===== config.mk =====
export PLATFORM = sky130hd
export DESIGN_NAME = rrt_dist_unit
export DESIGN_NICKNAME = d
export VERILOG_FILES = /design/src/sv/rrt_pkg.sv /design/src/sv/rrt_dist_unit.sv
export SDC_FILE = /design/constraint.sdc
export NUM_CORES = 1
export LEC_CHECK = 0
export BUFFER_PORTS_ARGS = -buffer_cell sky130_fd_sc_hd__buf_2
export CAP_MARGIN = 20
export CORE_MARGIN = 8
export CORE_UTILIZATION = 30
export CTS_BUF_LIST = sky130_fd_sc_hd__clkbuf_16
export DETAILED_ROUTE_END_ITERATION = 7
export PLACE_DENSITY = 0.54
export SETUP_SLACK_MARGIN = 0.4
export SLEW_MARGIN = 40
export SYNTH_ARGS = -nofsm -noshare
export SYNTH_HDL_FRONTEND = slang
export SYNTH_SLANG_ARGS = --single-unit

===== constraint.sdc =====
create_clock -name clk -period 8.4 [get_ports clk]
set_clock_uncertainty 0.05 [all_clocks]
set_input_delay 0.84 -clock clk [delete_from_list [all_inputs] [get_ports clk]]
set_output_delay 0.84 -clock clk [all_outputs]
set_load 0.01 [all_outputs]

===== src/sv/rrt_pkg.sv =====
package rrt_pkg;

	localparam int CW = 16;
	localparam int IW = 10;

	localparam logic [1:0] OP_START  = 2'd0;
	localparam logic [1:0] OP_SAMPLE = 2'd1;
	localparam logic [1:0] OP_PATH   = 2'd2;

	localparam logic [2:0] ST_STARTED  = 3'd0;
	localparam logic [2:0] ST_ADDED    = 3'd1;
	localparam logic [2:0] ST_GOAL     = 3'd2;
	localparam logic [2:0] ST_OBSTACLE = 3'd3;
	localparam logic [2:0] ST_IGNORED  = 3'd4;
	localparam logic [2:0] ST_PATH     = 3'd5;
	localparam logic [2:0] ST_NOPATH   = 3'd6;

	localparam logic [1:0] REG_GOAL_X  = 2'd0;
	localparam logic [1:0] REG_GOAL_Y  = 2'd1;
	localparam logic [1:0] REG_RADIUS  = 2'd2;
	localparam logic [1:0] REG_ITER    = 2'd3;

	typedef struct packed {
		logic [1:0]           op;
		logic signed [CW-1:0] x;
		logic signed [CW-1:0] y;
		logic                 sample_free;
	} in_item_t;

	typedef struct packed {
		logic [2:0]           status;
		logic signed [CW-1:0] node_x;
		logic signed [CW-1:0] node_y;
		logic [IW-1:0]        node_index;
		logic [IW-1:0]        parent_index;
		logic                 last;
	} out_item_t;

endpackage


===== src/sv/rrt_dist_unit.sv =====
// Squared distance, two stages: absolute differences, then squares and sum.
module rrt_dist_unit import rrt_pkg::*; (
	input  logic                 clk,
	input  logic signed [CW-1:0] ax,
	input  logic signed [CW-1:0] ay,
	input  logic signed [CW-1:0] bx,
	input  logic signed [CW-1:0] by,
	output logic [2*CW:0]        dsq
);
	logic [CW:0] dx_s1, dy_s1;
	logic signed [CW:0] ex, ey;
	logic [2*CW-1:0] sqx, sqy;

	always_comb begin
		ex = {ax[CW-1], ax} - {bx[CW-1], bx};
		ey = {ay[CW-1], ay} - {by[CW-1], by};
	end

	always_ff @(posedge clk) begin
		dx_s1 <= ex[CW] ? -ex : ex;
		dy_s1 <= ey[CW] ? -ey : ey;
	end

	assign sqx = dx_s1[CW-1:0] * dx_s1[CW-1:0];
	assign sqy = dy_s1[CW-1:0] * dy_s1[CW-1:0];

	always_ff @(posedge clk) begin
		dsq <= {1'b0, sqx} + {1'b0, sqy}
			+ ({(2*CW+1){dx_s1[CW]}} & (2*CW+1)'(1) << (2*CW))
			+ ({(2*CW+1){dy_s1[CW]}} & (2*CW+1)'(1) << (2*CW));
	end
endmodule


==> results.md <==
* Status: completed
* Uppermost layer routed: met4
* Max Cap Viol at 0
* Critical Path RT at a little under 9 ns
* Final instance area at 21000 um^2
* Drt via density at 4.44
* Layout cell share with drive strength beyond 1 at 0.0789
* Synth warn at 0
* Multi-input gate area at between 15000 and 20000 um^2
* Largest net degree at the start of global routing at 19
* Setup TNS at 0 ns
* Arrival @ worst endpoint at around 7.9 ns
* WL met2 at about 24000 um
* Reg2reg path depth at 24
* Flip-flop and latch area at roughly 1400 um^2
* Post-Syn Area at about 19000 um^2
* Hold depth at 3
* Met1 wire length at around 17000 um
* Max stage delay on crit path at 0.78 ns
* CP Cell Sequence: and2_1 > inv_1 > fa_1 > fa_1 > inv_1 > fa_1 > inv_1 > fa_1 > inv_1 > fa_1 > fa_1 > fa_1 > inv_1 > fa_1 > inv_1 > ha_1 > nor3_2 > o21ai_1 > a21o_1 > o22a_1 > a211oi_2 > o211ai_1 > a221oi_2 > xnor2_1
* #FFs+latches synth at 67
* Routed len/inst at about 14 um
* Post-Syn Nets at between 2000 and 3000
* Vias at 13400
* Postcts setup bufs at 0
* Crit path capture type: flip-flop
* Io pins at 98
* End of the worst hold path: dsq[32]
* Fillers at between 6000 and 7000
* Synth Instances at 2086
* Placer congestion estimate at roughly 0.87
* FF-to-FF End: dsq[31]
* Async SR Flop Fraction at 0
* Post-DP HPWL at roughly 38000 um
* Crit Reg-Reg Startpoint: dx_s1[4]
* Max clock buf depth at 2
* R2R Setup Slk at roughly 0.71 ns
* Top_reg_cell synth: dfxtp_1
* Post-synth top area cell: fa_1
* Final WS setup at a little over 0.7 ns
* Synthesized area per cell at 9.18 um^2
* Seq/Total Area, Yosys at 0.0700
* Core area at about 63000 um^2
* DP Area at roughly 21000 um^2
* First-pass GRT wire length at roughly 73000 um
* Unique cell type count in the Yosys netlist at 70
* Clock Latency Late Sink at roughly 0.36 ns
* Crit-path max FO at 16
* RSZ-0062 raised after global routing: no
* Worst slew margin at 0.463
* Worst-path clk slew at 0.07 ns
* Grt total ovfl at 0
* Starting density of the core at 0.304
* DR WL met3 at between 1000 and 1500 um
* Cts repair resizes at 0
* Total CTS buffers at 9
* Row count at between 90 and 100
* FMAX at approximately 130 MHz
* WL final at 43200 um
* Num Clock Sinks at 67
* Root Buffer: clkbuf_16
* Chip Width at 269 um
* Setup-failing EPs final at 0
* Fin cells at 3016
* Drt initial violations at approximately 490
* Slew @ Worst Pin at between 0.8 and 0.9 ns
* Placed Instances at roughly 3000
* Hold Path Class: reg2reg
* Nets at roughly 2900
* Drt pass-1 iters at 5
* Post-synth top area share at 0.410
* Period utilization at 0.915
* Drt drc at 0
* Port bufs at 97
* Dpl ws at between 0.6 and 0.7 ns
* Die H at 269 um
* Initial antenna violation count at 0
* Vias in the first global route at about 15000
* Fin crit period at roughly 7.7 ns
* Most used cell, CP: fa_1
* Synth top area cells: fa_1 41%, ha_1 16%, inv_1 13%
* Total Die Area at between 70000 and 80000 um^2
* Pins Over Slew Limit at 0
* Slowest stage cell on the critical path: dfxtp_1
* Worst Setup Start Kind: flip-flop
* Min-Delay Startpoint: dy_s1[16]
* Post-synth EDFFs at 0
* Max H-tree Level at 3
* CTS tree: yes
* Final Hold Fails at 0
* CTS Hold Bufs at 0
* Area growth syn-to-layout at 9.39%
* Total track usage at 0.126
* Class of the most critical setup path: reg2reg
* ANT nets after route at 0
[Yosys cell counts, types with 4 or more instances]
library cell    n
nand2_1       129
nor3_1         14
nor2b_1        16
o31ai_2         4
a211oi_1        7
o21ai_0        24
dfxtp_1        67
nand3_1        15
and3_1          9
ha_1          245
o21a_1          8
xor2_1         27
a21oi_1        52
or2_1           4
nor2_1         53
nand4_1         6
nor3_2          4
or3_1           5
a31o_2          7
inv_1         646
a31oi_1         6
nand2b_1        7
a21o_1         28
fa_1          392
clkbuf_1       37
a211o_1         4
and2_1        131
o21ai_1         9
xnor2_1        62
or2_2           8
[per-layer routing]
| layer | up-vias | track usage |
|---|---|---|
| li1 | 6369 | - |
| met1 | 6795 | 0.153 |
| met2 | 192 | 0.237 |
| met3 | 40 | 0.0160 |
| met4 | 0 | 0.0250 |
| met5 | - | 0 |
[final cells by class]
| cell class | instances | area share |
|---|---|---|
| antenna | 2 | 0.000239 |
| clock buffer | 9 | 0.0107 |
| clock inverter | 7 | 0.00478 |
| inverter | 646 | 0.116 |
| multi-input combinational | 1333 | 0.727 |
| sequential | 67 | 0.0644 |
| tap | 846 | 0.0505 |
| timing repair buffer | 106 | 0.0264 |
[critical path: cells and delay by family (launching register included)]
family / cells / cell delay, ns
AO/OA/AOI/OAI: 6 / 1.54
flip-flops: 1 / 0.78
XOR/XNOR: 1 / 0.15
adder cells (fa/ha/maj): 9 / 4.20
buffers and inverters: 6 / 0.34
AND/OR/NAND/NOR: 2 / 0.57
[worst max path at each step]
stage / startpoint / to / cells past startpoint
detailed placement: dx_s1[10] / dsq[31] / 22
floorplan: dx_s1[9] / dsq[29] / 23
CTS: dx_s1[10] / dsq[31] / 22
global route: dy_s1[2] / dsq[25] / 23
global placement: dx_s1[10] / dsq[31] / 22
finish: dx_s1[4] / dsq[31] / 24
[through the flow]
step,util,hold WS [ns]
2_1_floorplan,-,0.493
3_3_place_gp,0.327,0.797
3_5_place_dp,0.327,0.796
4_1_cts,0.332,0.802
5_1_grt,0.332,0.816
6_report,0.332,0.780
[state kept, by name, summed over array words and instances (netlist names)]
register / cells
dsq: 33
dx_s1: 17
dy_s1: 17
[placed cells by master (no fill, tap or decap), types with 16 or more instances in the layout]
cell type / n
a21o_1: 28
a21oi_1: 52
and2_1: 131
buf_2: 97
dfxtp_1: 60
fa_1: 392
ha_1: 245
inv_1: 646
nand2_1: 129
nor2_1: 53
nor2b_1: 16
o21ai_0: 24
xnor2_1: 62
xor2_1: 27
[cells by family (layout without fill, tap and decap cells)]
logic type	count (synthesis)	after routing	share of synthesized area
mux	5	5	0.00274
buf+inv	686	768	0.135
xor+xnor	89	89	0.0407
simple gates	412	412	0.112
flops	67	67	0.0700
other cells	1	3	0.000196
fa+ha+maj	637	637	0.570
compound gates	189	189	0.0703
Power is not shown: default switching activity piles up to over one toggle a cycle in this logic, so the estimate is an artifact.
